===== config.mk =====
export PLATFORM = sky130hd
export DESIGN_NAME = grid_test_pattern_color_unit
export DESIGN_NICKNAME = d
export VERILOG_FILES = /design/src/design/gtp_pkg.sv /design/src/design/gtp_cfg.sv /design/src/design/gtp_div.sv /design/src/design/gtp_color.sv /design/src/design/grid_test_pattern_color_unit.sv
export VERILOG_INCLUDE_DIRS = /design/src /design/src/design
export SDC_FILE = /design/constraint.sdc
export NUM_CORES = 2
export LEC_CHECK = 0
export BUFFER_PORTS_ARGS = -buffer_cell sky130_fd_sc_hd__buf_2
export CAP_MARGIN = 10
export CORE_UTILIZATION = 65
export DETAILED_ROUTE_END_ITERATION = 6
export GPL_TIMING_DRIVEN = 0
export PLACE_DENSITY = 0.79
export SLEW_MARGIN = 5
export SYNTH_ARGS = -nofsm -noshare
export SYNTH_HDL_FRONTEND = slang
export SYNTH_SLANG_ARGS = --single-unit

===== constraint.sdc =====
create_clock -name clk_i -period 21.3 [get_ports clk_i]
set_clock_uncertainty 0.15 [all_clocks]
set_input_delay 3.195 -clock clk_i [delete_from_list [all_inputs] [get_ports clk_i]]
set_output_delay 3.195 -clock clk_i [all_outputs]
set_load 0.02 [all_outputs]

===== src/design/assert_macros.svh =====
// assertion macros shared by the grid test pattern rtl
`ifndef ASSERT_MACROS_SVH
`define ASSERT_MACROS_SVH
`ifndef SYNTHESIS
`define GTP_ASSERT(label, clk, rst_n, prop, msg) \
  label: assert property (@(posedge clk) disable iff (!rst_n) prop) else $error(msg);
`define GTP_ASSERT_NEVER(label, clk, rst_n, expr, msg) \
  label: assert property (@(posedge clk) disable iff (!rst_n) !(expr)) else $error(msg);
`else
`define GTP_ASSERT(label, clk, rst_n, prop, msg)
`define GTP_ASSERT_NEVER(label, clk, rst_n, expr, msg)
`endif
`endif


===== src/design/gtp_pkg.sv =====
// types and constants of the grid test pattern colour unit
`timescale 1ns / 1ps
`default_nettype none

package gtp_pkg;

  localparam int CoordWidth   = 12;
  localparam int ResWidth     = 12;
  localparam int CountWidth   = 8;
  localparam int ColorWidth   = 32;
  localparam int StepWidth    = 8;
  localparam int BppWidth     = 3;
  localparam int LayoutWidth  = 48;
  localparam int CfgIdxWidth  = 3;
  localparam int CfgDataWidth = 48;
  localparam int ByteWidth    = 8;
  localparam int PosWidth     = 5;

  localparam int CmpWidth   = (CoordWidth > ResWidth) ? CoordWidth : ResWidth;
  localparam int DivWidth   = CmpWidth + CountWidth;
  localparam int HalfBits   = CountWidth / 2;
  localparam int DivCntWidth = $clog2(ResWidth);
  localparam int IdxWidth   = 2 * CountWidth;
  localparam int IncWidth   = CountWidth + 1 + StepWidth;
  localparam int IStepWidth = IdxWidth + StepWidth;

  typedef enum logic [CfgIdxWidth-1:0] {
    RegHRes,
    RegVRes,
    RegRectCount,
    RegFirstColor,
    RegColorStep,
    RegIndexedMode,
    RegBpp,
    RegFieldLayout
  } cfg_reg_e;

  typedef enum logic [1:0] {
    CfgLoad,
    CfgDivide,
    CfgFinish,
    CfgIdle
  } cfg_state_e;

  typedef struct packed {
    logic [ColorWidth-1:0] mask;
    logic [ColorWidth-1:0] base;
    logic [PosWidth-1:0]   pos;
    logic                  pos_ok;
  } field_t;

  typedef struct packed {
    logic [ResWidth-1:0]   w;
    logic [ResWidth-1:0]   h;
    logic [ResWidth-1:0]   xlim;
    logic [ResWidth-1:0]   ylim;
    logic [CountWidth-1:0] rc;
    logic [ColorWidth-1:0] first;
    logic [StepWidth-1:0]  step;
    logic                  indexed;
    logic [ColorWidth-1:0] imask;
    field_t                red;
    field_t                green;
    field_t                blue;
  } derived_t;

  typedef struct packed {
    logic [CmpWidth-1:0] rem;
    logic [HalfBits-1:0] q;
  } part_t;

  typedef struct packed {
    logic                  covered;
    logic [CountWidth-1:0] col;
    logic [CountWidth-1:0] row;
  } grid_t;

endpackage

`default_nettype wire


===== src/design/gtp_cfg.sv =====
// configuration registers and derived rectangle geometry of the grid pattern
`timescale 1ns / 1ps
`default_nettype none

module gtp_cfg (
  input  wire logic                             clk_i,
  input  wire logic                             rst_ni,
  input  wire logic                             cfg_we_i,
  input  wire logic [gtp_pkg::CfgIdxWidth-1:0]  cfg_idx_i,
  input  wire logic [gtp_pkg::CfgDataWidth-1:0] cfg_data_i,
  output gtp_pkg::derived_t                     derived_o,
  output logic                                  busy_o
);

  logic [gtp_pkg::ResWidth-1:0]    h_res_q;
  logic [gtp_pkg::ResWidth-1:0]    v_res_q;
  logic [gtp_pkg::CountWidth-1:0]  rect_count_q;
  logic [gtp_pkg::ColorWidth-1:0]  first_color_q;
  logic [gtp_pkg::StepWidth-1:0]   color_step_q;
  logic                            indexed_q;
  logic [gtp_pkg::BppWidth-1:0]    bpp_q;
  logic [gtp_pkg::LayoutWidth-1:0] layout_q;

  gtp_pkg::cfg_state_e state_q, state_d;
  logic [gtp_pkg::DivCntWidth-1:0] cnt_q, cnt_d;
  logic [gtp_pkg::CountWidth-1:0]  remx_q, remx_d, remy_q, remy_d;
  logic [gtp_pkg::ResWidth-1:0]    quox_q, quox_d, quoy_q, quoy_d;
  gtp_pkg::derived_t               derived_q, derived_d;

  logic [gtp_pkg::CountWidth:0]    remx_sh, remy_sh, remx_n, remy_n, rc_ext;
  logic                            bitx, bity;
  logic [gtp_pkg::ResWidth+gtp_pkg::CountWidth-1:0] xprod, yprod;
  logic [gtp_pkg::ColorWidth-1:0]  imask;

  function automatic gtp_pkg::field_t make_field(
    input logic [gtp_pkg::ByteWidth-1:0]  size,
    input logic [gtp_pkg::ByteWidth-1:0]  pos,
    input logic [gtp_pkg::ColorWidth-1:0] first
  );
    gtp_pkg::field_t f;
    if (|size[gtp_pkg::ByteWidth-1:gtp_pkg::PosWidth]) begin
      f.mask = '1;
    end else begin
      f.mask = ~({gtp_pkg::ColorWidth{1'b1}} << size[gtp_pkg::PosWidth-1:0]);
    end
    f.pos    = pos[gtp_pkg::PosWidth-1:0];
    f.pos_ok = ~|pos[gtp_pkg::ByteWidth-1:gtp_pkg::PosWidth];
    f.base   = (first >> pos[gtp_pkg::PosWidth-1:0]) & f.mask;
    return f;
  endfunction

  always_ff @(posedge clk_i or negedge rst_ni) begin
    if (!rst_ni) begin
      h_res_q       <= gtp_pkg::ResWidth'(1024);
      v_res_q       <= gtp_pkg::ResWidth'(768);
      rect_count_q  <= gtp_pkg::CountWidth'(1);
      first_color_q <= '0;
      color_step_q  <= '0;
      indexed_q     <= 1'b1;
      bpp_q         <= gtp_pkg::BppWidth'(1);
      layout_q      <= '0;
    end else if (cfg_we_i) begin
      case (gtp_pkg::cfg_reg_e'(cfg_idx_i))
        gtp_pkg::RegHRes:        h_res_q       <= cfg_data_i[gtp_pkg::ResWidth-1:0];
        gtp_pkg::RegVRes:        v_res_q       <= cfg_data_i[gtp_pkg::ResWidth-1:0];
        gtp_pkg::RegRectCount:   rect_count_q  <= cfg_data_i[gtp_pkg::CountWidth-1:0];
        gtp_pkg::RegFirstColor:  first_color_q <= cfg_data_i[gtp_pkg::ColorWidth-1:0];
        gtp_pkg::RegColorStep:   color_step_q  <= cfg_data_i[gtp_pkg::StepWidth-1:0];
        gtp_pkg::RegIndexedMode: indexed_q     <= cfg_data_i[0];
        gtp_pkg::RegBpp:         bpp_q         <= cfg_data_i[gtp_pkg::BppWidth-1:0];
        gtp_pkg::RegFieldLayout: layout_q      <= cfg_data_i[gtp_pkg::LayoutWidth-1:0];
        default: ;
      endcase
    end
  end

  always_ff @(posedge clk_i or negedge rst_ni) begin
    if (!rst_ni) begin
      state_q <= gtp_pkg::CfgLoad;
    end else begin
      state_q <= state_d;
    end
  end

  always_ff @(posedge clk_i) begin
    cnt_q     <= cnt_d;
    remx_q    <= remx_d;
    remy_q    <= remy_d;
    quox_q    <= quox_d;
    quoy_q    <= quoy_d;
    derived_q <= derived_d;
  end

  always_comb begin
    rc_ext  = {1'b0, rect_count_q};
    remx_sh = {remx_q, quox_q[gtp_pkg::ResWidth-1]};
    remy_sh = {remy_q, quoy_q[gtp_pkg::ResWidth-1]};
    bitx    = remx_sh >= rc_ext;
    bity    = remy_sh >= rc_ext;
    remx_n  = bitx ? remx_sh - rc_ext : remx_sh;
    remy_n  = bity ? remy_sh - rc_ext : remy_sh;
    xprod   = (gtp_pkg::ResWidth+gtp_pkg::CountWidth)'(rect_count_q)
            * (gtp_pkg::ResWidth+gtp_pkg::CountWidth)'(quox_q);
    yprod   = (gtp_pkg::ResWidth+gtp_pkg::CountWidth)'(rect_count_q)
            * (gtp_pkg::ResWidth+gtp_pkg::CountWidth)'(quoy_q);
    case (bpp_q)
      gtp_pkg::BppWidth'(0): imask = '0;
      gtp_pkg::BppWidth'(1): imask = gtp_pkg::ColorWidth'(32'h0000_00FF);
      gtp_pkg::BppWidth'(2): imask = gtp_pkg::ColorWidth'(32'h0000_FFFF);
      gtp_pkg::BppWidth'(3): imask = gtp_pkg::ColorWidth'(32'h00FF_FFFF);
      default:               imask = '1;
    endcase

    state_d   = state_q;
    cnt_d     = cnt_q;
    remx_d    = remx_q;
    remy_d    = remy_q;
    quox_d    = quox_q;
    quoy_d    = quoy_q;
    derived_d = derived_q;

    case (state_q)
      gtp_pkg::CfgLoad: begin
        remx_d  = '0;
        remy_d  = '0;
        quox_d  = h_res_q;
        quoy_d  = v_res_q;
        cnt_d   = '0;
        state_d = gtp_pkg::CfgDivide;
      end
      gtp_pkg::CfgDivide: begin
        remx_d = remx_n[gtp_pkg::CountWidth-1:0];
        remy_d = remy_n[gtp_pkg::CountWidth-1:0];
        quox_d = {quox_q[gtp_pkg::ResWidth-2:0], bitx};
        quoy_d = {quoy_q[gtp_pkg::ResWidth-2:0], bity};
        cnt_d  = cnt_q + 1'b1;
        if (cnt_q == gtp_pkg::DivCntWidth'(gtp_pkg::ResWidth - 1)) begin
          state_d = gtp_pkg::CfgFinish;
        end
      end
      gtp_pkg::CfgFinish: begin
        derived_d.w       = quox_q;
        derived_d.h       = quoy_q;
        derived_d.xlim    = xprod[gtp_pkg::ResWidth-1:0];
        derived_d.ylim    = yprod[gtp_pkg::ResWidth-1:0];
        derived_d.rc      = rect_count_q;
        derived_d.first   = first_color_q;
        derived_d.step    = color_step_q;
        derived_d.indexed = indexed_q;
        derived_d.imask   = imask;
        derived_d.red     = make_field(layout_q[7:0], layout_q[15:8], first_color_q);
        derived_d.green   = make_field(layout_q[23:16], layout_q[31:24], first_color_q);
        derived_d.blue    = make_field(layout_q[39:32], layout_q[47:40], first_color_q);
        state_d           = gtp_pkg::CfgIdle;
      end
      gtp_pkg::CfgIdle: ;
      default: state_d = gtp_pkg::CfgLoad;
    endcase

    if (cfg_we_i) begin
      state_d = gtp_pkg::CfgLoad;
    end
  end

  assign derived_o = derived_q;
  assign busy_o    = (state_q != gtp_pkg::CfgIdle);

endmodule

`default_nettype wire


===== src/design/gtp_div.sv =====
// coordinate to rectangle index stages of the grid pattern
`timescale 1ns / 1ps
`default_nettype none

module gtp_div (
  input  wire logic                           clk_i,
  input  wire logic                           rst_ni,
  input  wire logic                           in_valid_i,
  input  wire logic [gtp_pkg::CoordWidth-1:0] pixel_x_i,
  input  wire logic [gtp_pkg::CoordWidth-1:0] pixel_y_i,
  input  wire gtp_pkg::derived_t              cfg_i,
  output logic                                out_valid_o,
  output gtp_pkg::grid_t                      grid_o
);

  logic                           v0_q, v1_q, v2_q;
  logic [gtp_pkg::CoordWidth-1:0] px0_q, py0_q;
  logic                           cov1_q;
  gtp_pkg::part_t                 x1_q, y1_q, x1_d, y1_d, x2_d, y2_d;
  gtp_pkg::grid_t                 grid2_q, grid2_d;
  logic                           cov1_d;

  function automatic gtp_pkg::part_t div_half(
    input logic [gtp_pkg::CmpWidth-1:0] rem,
    input logic [gtp_pkg::ResWidth-1:0] divisor,
    input logic                         upper
  );
    logic [gtp_pkg::DivWidth-1:0] r;
    logic [gtp_pkg::DivWidth-1:0] t;
    gtp_pkg::part_t               res;
    r     = gtp_pkg::DivWidth'(rem);
    res.q = '0;
    for (int k = gtp_pkg::HalfBits - 1; k >= 0; k--) begin
      t = gtp_pkg::DivWidth'(divisor) << (upper ? k + gtp_pkg::HalfBits : k);
      if (r >= t) begin
        r        = r - t;
        res.q[k] = 1'b1;
      end
    end
    res.rem = r[gtp_pkg::CmpWidth-1:0];
    return res;
  endfunction

  always_comb begin
    cov1_d = (gtp_pkg::CmpWidth'(px0_q) < gtp_pkg::CmpWidth'(cfg_i.xlim))
          && (gtp_pkg::CmpWidth'(py0_q) < gtp_pkg::CmpWidth'(cfg_i.ylim));
    x1_d   = div_half(gtp_pkg::CmpWidth'(px0_q), cfg_i.w, 1'b1);
    y1_d   = div_half(gtp_pkg::CmpWidth'(py0_q), cfg_i.h, 1'b1);
    x2_d   = div_half(x1_q.rem, cfg_i.w, 1'b0);
    y2_d   = div_half(y1_q.rem, cfg_i.h, 1'b0);
    grid2_d.covered = cov1_q;
    grid2_d.col     = {x1_q.q, x2_d.q};
    grid2_d.row     = {y1_q.q, y2_d.q};
  end

  always_ff @(posedge clk_i or negedge rst_ni) begin
    if (!rst_ni) begin
      v0_q <= 1'b0;
      v1_q <= 1'b0;
      v2_q <= 1'b0;
    end else begin
      v0_q <= in_valid_i;
      v1_q <= v0_q;
      v2_q <= v1_q;
    end
  end

  always_ff @(posedge clk_i) begin
    px0_q   <= pixel_x_i;
    py0_q   <= pixel_y_i;
    cov1_q  <= cov1_d;
    x1_q    <= x1_d;
    y1_q    <= y1_d;
    grid2_q <= grid2_d;
  end

  assign out_valid_o = v2_q;
  assign grid_o      = grid2_q;

endmodule

`default_nettype wire


===== src/design/gtp_color.sv =====
// colour stages of the grid pattern: products, field update, output register
`timescale 1ns / 1ps
`default_nettype none

module gtp_color (
  input  wire logic                           clk_i,
  input  wire logic                           rst_ni,
  input  wire logic                           in_valid_i,
  input  wire gtp_pkg::grid_t                 grid_i,
  input  wire gtp_pkg::derived_t              cfg_i,
  output logic                                valid_o,
  output logic                                covered_o,
  output logic [gtp_pkg::ColorWidth-1:0]      pixel_color_o,
  output logic [gtp_pkg::CountWidth-1:0]      rect_column_o,
  output logic [gtp_pkg::CountWidth-1:0]      rect_row_o
);

  logic                             v3_q, v4_q, v5_q;
  gtp_pkg::grid_t                   g3_q, g4_q;
  logic [gtp_pkg::IdxWidth-1:0]     prc3_q;
  logic [gtp_pkg::IncWidth-1:0]     pc3_q, pr3_q, ps3_q;
  logic [gtp_pkg::IStepWidth-1:0]   istep4_q;
  logic [gtp_pkg::ColorWidth-1:0]   fr4_q, fg4_q, fb4_q;
  logic                             cov5_q;
  logic [gtp_pkg::ColorWidth-1:0]   color5_q;
  logic [gtp_pkg::CountWidth-1:0]   col5_q, row5_q;

  logic [gtp_pkg::CountWidth:0]     rc_sum;
  logic [gtp_pkg::IdxWidth-1:0]     idx;
  logic [gtp_pkg::ColorWidth-1:0]   color_d;

  function automatic logic [gtp_pkg::ColorWidth-1:0] field_val(
    input gtp_pkg::field_t              f,
    input logic [gtp_pkg::IncWidth-1:0] inc
  );
    logic [gtp_pkg::ColorWidth-1:0] s;
    s = (f.base + gtp_pkg::ColorWidth'(inc)) & f.mask;
    return f.pos_ok ? (s << f.pos) : '0;
  endfunction

  always_comb begin
    rc_sum = {1'b0, grid_i.row} + {1'b0, grid_i.col};
    idx    = prc3_q + gtp_pkg::IdxWidth'(g3_q.col);
    if (cfg_i.indexed) begin
      color_d = (cfg_i.first + gtp_pkg::ColorWidth'(istep4_q)) & cfg_i.imask;
    end else begin
      color_d = fr4_q | fg4_q | fb4_q;
    end
  end

  always_ff @(posedge clk_i or negedge rst_ni) begin
    if (!rst_ni) begin
      v3_q <= 1'b0;
      v4_q <= 1'b0;
      v5_q <= 1'b0;
    end else begin
      v3_q <= in_valid_i;
      v4_q <= v3_q;
      v5_q <= v4_q;
    end
  end

  // products of the rectangle indices
  always_ff @(posedge clk_i) begin
    g3_q   <= grid_i;
    prc3_q <= gtp_pkg::IdxWidth'(grid_i.row) * gtp_pkg::IdxWidth'(cfg_i.rc);
    pc3_q  <= gtp_pkg::IncWidth'(grid_i.col) * gtp_pkg::IncWidth'(cfg_i.step);
    pr3_q  <= gtp_pkg::IncWidth'(grid_i.row) * gtp_pkg::IncWidth'(cfg_i.step);
    ps3_q  <= gtp_pkg::IncWidth'(rc_sum) * gtp_pkg::IncWidth'(cfg_i.step);
  end

  always_ff @(posedge clk_i) begin
    g4_q     <= g3_q;
    istep4_q <= gtp_pkg::IStepWidth'(idx) * gtp_pkg::IStepWidth'(cfg_i.step);
    fr4_q    <= field_val(cfg_i.red, pc3_q);
    fg4_q    <= field_val(cfg_i.green, pr3_q);
    fb4_q    <= field_val(cfg_i.blue, ps3_q);
  end

  // uncovered pixels report zero everywhere
  always_ff @(posedge clk_i) begin
    cov5_q   <= g4_q.covered;
    color5_q <= g4_q.covered ? color_d : '0;
    col5_q   <= g4_q.covered ? g4_q.col : '0;
    row5_q   <= g4_q.covered ? g4_q.row : '0;
  end

  assign valid_o       = v5_q;
  assign covered_o     = cov5_q;
  assign pixel_color_o = color5_q;
  assign rect_column_o = col5_q;
  assign rect_row_o    = row5_q;

endmodule

`default_nettype wire


===== src/design/grid_test_pattern_color_unit.sv =====
// top level of the grid test pattern colour unit
`timescale 1ns / 1ps
`default_nettype none
`include "assert_macros.svh"

// A pixel coordinate is taken on pixel_x_i / pixel_y_i at a rising edge where
// start is high and busy is low. Its result (covered, colour, rectangle column
// and row) is shown for one cycle with valid_o high. One item can be taken
// every clock while busy is low: the path is six register stages (input, two
// quotient stages of four bits each, products, field update, output), and
// there is no back pressure since the receiver cannot stall.
// Registers are to be written through cfg_we_i / cfg_idx_i / cfg_data_i
// only while no item is in flight; the block itself does not enforce this.
// Each write, and reset, starts a rebuild of the rectangle size with a one
// bit per cycle divider: busy stays high during the write cycle and until
// that rebuild ends, and no item is taken meanwhile. Reset clears the
// pipeline, loads the register defaults and starts that rebuild.

module grid_test_pattern_color_unit (
  input  wire logic                             clk_i,
  input  wire logic                             rst_ni,
  input  wire logic                             start,
  output logic                                  busy,
  input  wire logic                             cfg_we_i,
  input  wire logic [gtp_pkg::CfgIdxWidth-1:0]  cfg_idx_i,
  input  wire logic [gtp_pkg::CfgDataWidth-1:0] cfg_data_i,
  input  wire logic [gtp_pkg::CoordWidth-1:0]   pixel_x_i,
  input  wire logic [gtp_pkg::CoordWidth-1:0]   pixel_y_i,
  output logic                                  valid_o,
  output logic                                  covered_o,
  output logic [gtp_pkg::ColorWidth-1:0]        pixel_color_o,
  output logic [gtp_pkg::CountWidth-1:0]        rect_column_o,
  output logic [gtp_pkg::CountWidth-1:0]        rect_row_o
);

  gtp_pkg::derived_t derived;
  gtp_pkg::grid_t    grid;
  logic              cfg_busy;
  logic              accept;
  logic              grid_valid;

  assign busy   = cfg_busy | cfg_we_i;
  assign accept = start & ~busy;

  gtp_cfg u_cfg (
    .clk_i      (clk_i),
    .rst_ni     (rst_ni),
    .cfg_we_i   (cfg_we_i),
    .cfg_idx_i  (cfg_idx_i),
    .cfg_data_i (cfg_data_i),
    .derived_o  (derived),
    .busy_o     (cfg_busy)
  );

  gtp_div u_div (
    .clk_i       (clk_i),
    .rst_ni      (rst_ni),
    .in_valid_i  (accept),
    .pixel_x_i   (pixel_x_i),
    .pixel_y_i   (pixel_y_i),
    .cfg_i       (derived),
    .out_valid_o (grid_valid),
    .grid_o      (grid)
  );

  gtp_color u_color (
    .clk_i         (clk_i),
    .rst_ni        (rst_ni),
    .in_valid_i    (grid_valid),
    .grid_i        (grid),
    .cfg_i         (derived),
    .valid_o       (valid_o),
    .covered_o     (covered_o),
    .pixel_color_o (pixel_color_o),
    .rect_column_o (rect_column_o),
    .rect_row_o    (rect_row_o)
  );

  `GTP_ASSERT(a_latency, clk_i, rst_ni, (start && !busy) |-> ##6 valid_o, "item lost in pipeline")
  `GTP_ASSERT(a_no_extra, clk_i, rst_ni, valid_o |-> $past(start && !busy, 6), "result without item")
  `GTP_ASSERT_NEVER(a_uncov_color, clk_i, rst_ni, valid_o && !covered_o && (pixel_color_o != '0), "uncovered pixel has colour")
  `GTP_ASSERT_NEVER(a_uncov_index, clk_i, rst_ni, valid_o && !covered_o && ((rect_column_o != '0) || (rect_row_o != '0)), "uncovered pixel has index")

endmodule

`default_nettype wire

==> results by group <==
Critical path
  – R2R Path End: u_div.grid_o[8]
  – Crit path DAT: 12.90 ns
  – Max incr delay on CP: 0.66 ns
  – Reg2reg start: u_cfg.derived_o[328]
  – Crit Path Max Fanout: 11
  – CP max stage cell: nor3_1
  – Crit path required time: 21.72 ns
  – Critical Path Source Type: flip-flop
  – Critical Path Most Common Cell: o21ai_0
  – Worst Setup Path Type: reg -> reg
  – CP Capture Type: flip-flop
  – Setup slack, reg-to-reg: 8.82 ns
  – Reg2Reg Depth: 49

Timing
  – Total negative slack: 0 ns
  – Slew Limit Fails: 0
  – Setup violators final: 0
  – Fin. Hold Viols: 0
  – Setup ws final: 8.82 ns
  – Rel. slew slack: 0.179
  – Worst slew pin tran: 1.23 ns
  – Fmax achieved: 0.0801 GHz
  – Crit share post-route: 0.586
  – Crit path time final: 12.48 ns
  – RSZ-0062 raised after global routing: false

Logic synthesis
  – Cell variety after synth: 93
  – Ys flop type: edfxtp_1
  – Synth top area cells: edfxtp_1, dfxtp_1, ha_1
  – Post-synth net total: 7858
  – Synth top area share: 0.163
  – Synthesized instance count: 6916
  – Post-synthesis sequential area ratio: 0.318
  – Number of synthesized flops with an enable pin: 355
  – Area leader, netlist: edfxtp_1
  – Post-synthesis async set-or-reset flop share: 0.159
  – Ys Warns: 0
  – Area of the mapped netlist: 65500 µm²
  – Number of synthesized register bits: 829
  – Syn avg cell area: 9.47 µm²

Layout
  – Area delta synth->final: 8.49%
  – Layout filler cell count: 7651
  – Fin nets: 8082
  – Proportion of layout cells with a drive suffix above 1: 0.0915

Routing
  – Final wirelength: 200 mm
  – Wire length per cell: 23.5 µm
  – Via count: 54.3k
  – DRT antenna net count: 0
  – DRT iter0 DRCs: 5831
  – Pre-antenna DRT Iters: 6
  – DR vias/cell: 6.37
  – # DRC: 0

Pwr
  – Peak supply drop: 0.449 mV
  – Leak pwr: 31.0 nW
  – Power Density: 182 nW/µm²

Clock tree
  – H-tree levels: 3
  – Clock sinks: 829
  – Post-CTS sizing: 0
  – Post-CTS setup buffer count: 0
  – Num CTS Buffers: 88
  – # hold bufs at CTS: 0
  – TritonCTS clock tree: done
  – Worst-path clk slew: 0.06 ns
  – Root Driver: clkbuf_16
  – Clock buffer depth: 3
  – Clk_lat worst skew: 0.71 ns

Floorplanning
  – I/O pins: 130
  – Die Y: 319 µm
  – Core ar.: 100000 µm²
  – Rows: 116
  – Chip width: 319 µm
  – Die area: 102000 µm²
  – Initial Util: 0.655

Global routing
  – Vias in the first global route: 52.3k
  – All-Layer GR Usage: 0.387
  – First-pass GRT wire length: 304 mm
  – Pin count of the biggest net entering global routing: 71
  – Total global routing overflow: 0
  – Initial antenna violation count: 21

Hold path
  – Sink of the worst hold path: u_div.grid_o[14]
  – HP Start: u_div.grid2_d[14]
  – Worst hold stages: 0
  – Min-Delay Path Class: reg -> reg

Run status
  – Status: finished clean

Job
  – MaxCap Viol Count: 0

Placed design
  – # port buffers: 126
  – DP Wirelength: 156 mm
  – Placer Congestion: 1.03
  – Pre-CTS WS: 9.14 ns
worst max-delay path: cells and delay by family (launching register included):
kind,cells,cell delay (ns)
simple gates,9,2.03
buf+inv,7,2.70
compound gates,29,5.46
fa+ha+maj,4,1.41
flops,1,0.58
sequential cells by signal, summed over array words and instances (netlist names), 16 cells and up:
register,count
u_color.pc3_q,16
u_color.prc3_q,16
u_color.g3_q,17
u_color.g4_q,17
u_color.fg4_q,32
u_color.pr3_q,16
u_cfg.derived_o,311
u_color.fb4_q,32
u_color.pixel_color_o,32
u_color.istep4_q,24
u_cfg.layout_q,48
u_cfg.first_color_q,32
u_color.fr4_q,32
u_color.ps3_q,17
u_div.grid_o,17
cell type report:
class	count	area, µm²	area share
Multi-Input combinational cell	5200	41400	0.582
Clock inverter	49	584	0.00822
Tap cell	1298	1620	0.0229
Buffer	276	1040	0.0147
Inverter	611	2290	0.0323
Clock buffer	117	2490	0.0350
Timing Repair Buffer	134	821	0.0116
Sequential cell	829	20800	0.293
Antenna cell	9	22.5	0.000317
report_power, final:
part           internal (W)  switching, W  total, W
clock network      0.000922      0.000705   0.00163
registers           0.00229      0.000401   0.00269
logic               0.00344       0.00514   0.00858
per-stage QoR:
step / hold WS, ns / cells / power (W) / utilization / instance area, µm²
global route: 0.182 / 8518 / 0.0138 / 0.710 / 71000
global placement: 0.160 / 8340 / 0.0109 / 0.677 / 67700
detailed placement: 0.162 / 8348 / 0.0110 / 0.680 / 68000
finish: 0.175 / 8523 / 0.0129 / 0.711 / 71100
CTS: 0.175 / 8514 / 0.0127 / 0.710 / 71000
floorplan: 0.160 / 6916 / 0.00856 / - / 65500
routing by layer:
layer / routed length [µm] / GRT usage / vias to the layer above
met5: 125 / 0 / -
met2: 88800 / 0.598 / 2811
met1: 80700 / 0.521 / 26240
li1: - / - / 24668
met3: 21700 / 0.0930 / 521
met4: 8610 / 0.161 / 14
cells in the final DEF, fill, tap and decap left out, types with 312 or more instances in the layout:
| cell type | instances |
|---|---|
| fa_1 | 328 |
| nand2_1 | 721 |
| inv_1 | 600 |
| edfxtp_1 | 355 |
| and2_1 | 349 |
| nor2_1 | 427 |
| a21oi_1 | 420 |
| ha_1 | 534 |
| o21ai_0 | 312 |
| dfxtp_1 | 342 |
Yosys cell counts (all sizes together), types with 27 or more instances:
master / count
nand2: 721
inv: 604
ha: 535
nor2: 427
a21oi: 420
edfxtp: 355
and2: 353
dfxtp: 342
fa: 328
o21ai: 314
mux2: 258
clkbuf: 249
xnor2: 198
mux2i: 179
dfrtp: 126
a21o: 119
nand3: 119
nor2b: 108
xor2: 104
nor3: 86
a211oi: 78
nand2b: 75
and3: 57
mux4: 57
o21a: 51
nand4: 48
a31oi: 45
nor3b: 33
o21bai: 31
o31ai: 30
a21boi: 28
o41ai: 28
buf: 27
worst max path at each step:
| stage | start | to | slack (ns) | depth (start not counted) |
|---|---|---|---|---|
| after floorplan | u_cfg.derived_o[328] | u_div.x1_q[10] | 11.52 | 44 |
| after CTS | u_cfg.derived_o[328] | u_div.grid_o[8] | 9.04 | 48 |
| after global placement | u_cfg.state_q[0] | u_cfg.state_q[1] | 9.03 | 6 |
| after detailed placement | u_cfg.derived_o[328] | u_div.grid_o[8] | 9.14 | 48 |
| final | u_cfg.derived_o[328] | u_div.grid_o[8] | 8.82 | 49 |
| after global routing | u_cfg.derived_o[328] | u_div.grid_o[8] | 7.80 | 48 |
kinds of logic after synthesis:
family,count (synthesis),synth area share
flops,829,0.318
compound gates,1388,0.135
fa+ha+maj,863,0.202
simple gates,2153,0.162
mux,494,0.0915
buf+inv,887,0.0509
xor+xnor,302,0.0404
(Power assumes the default switching activity.)
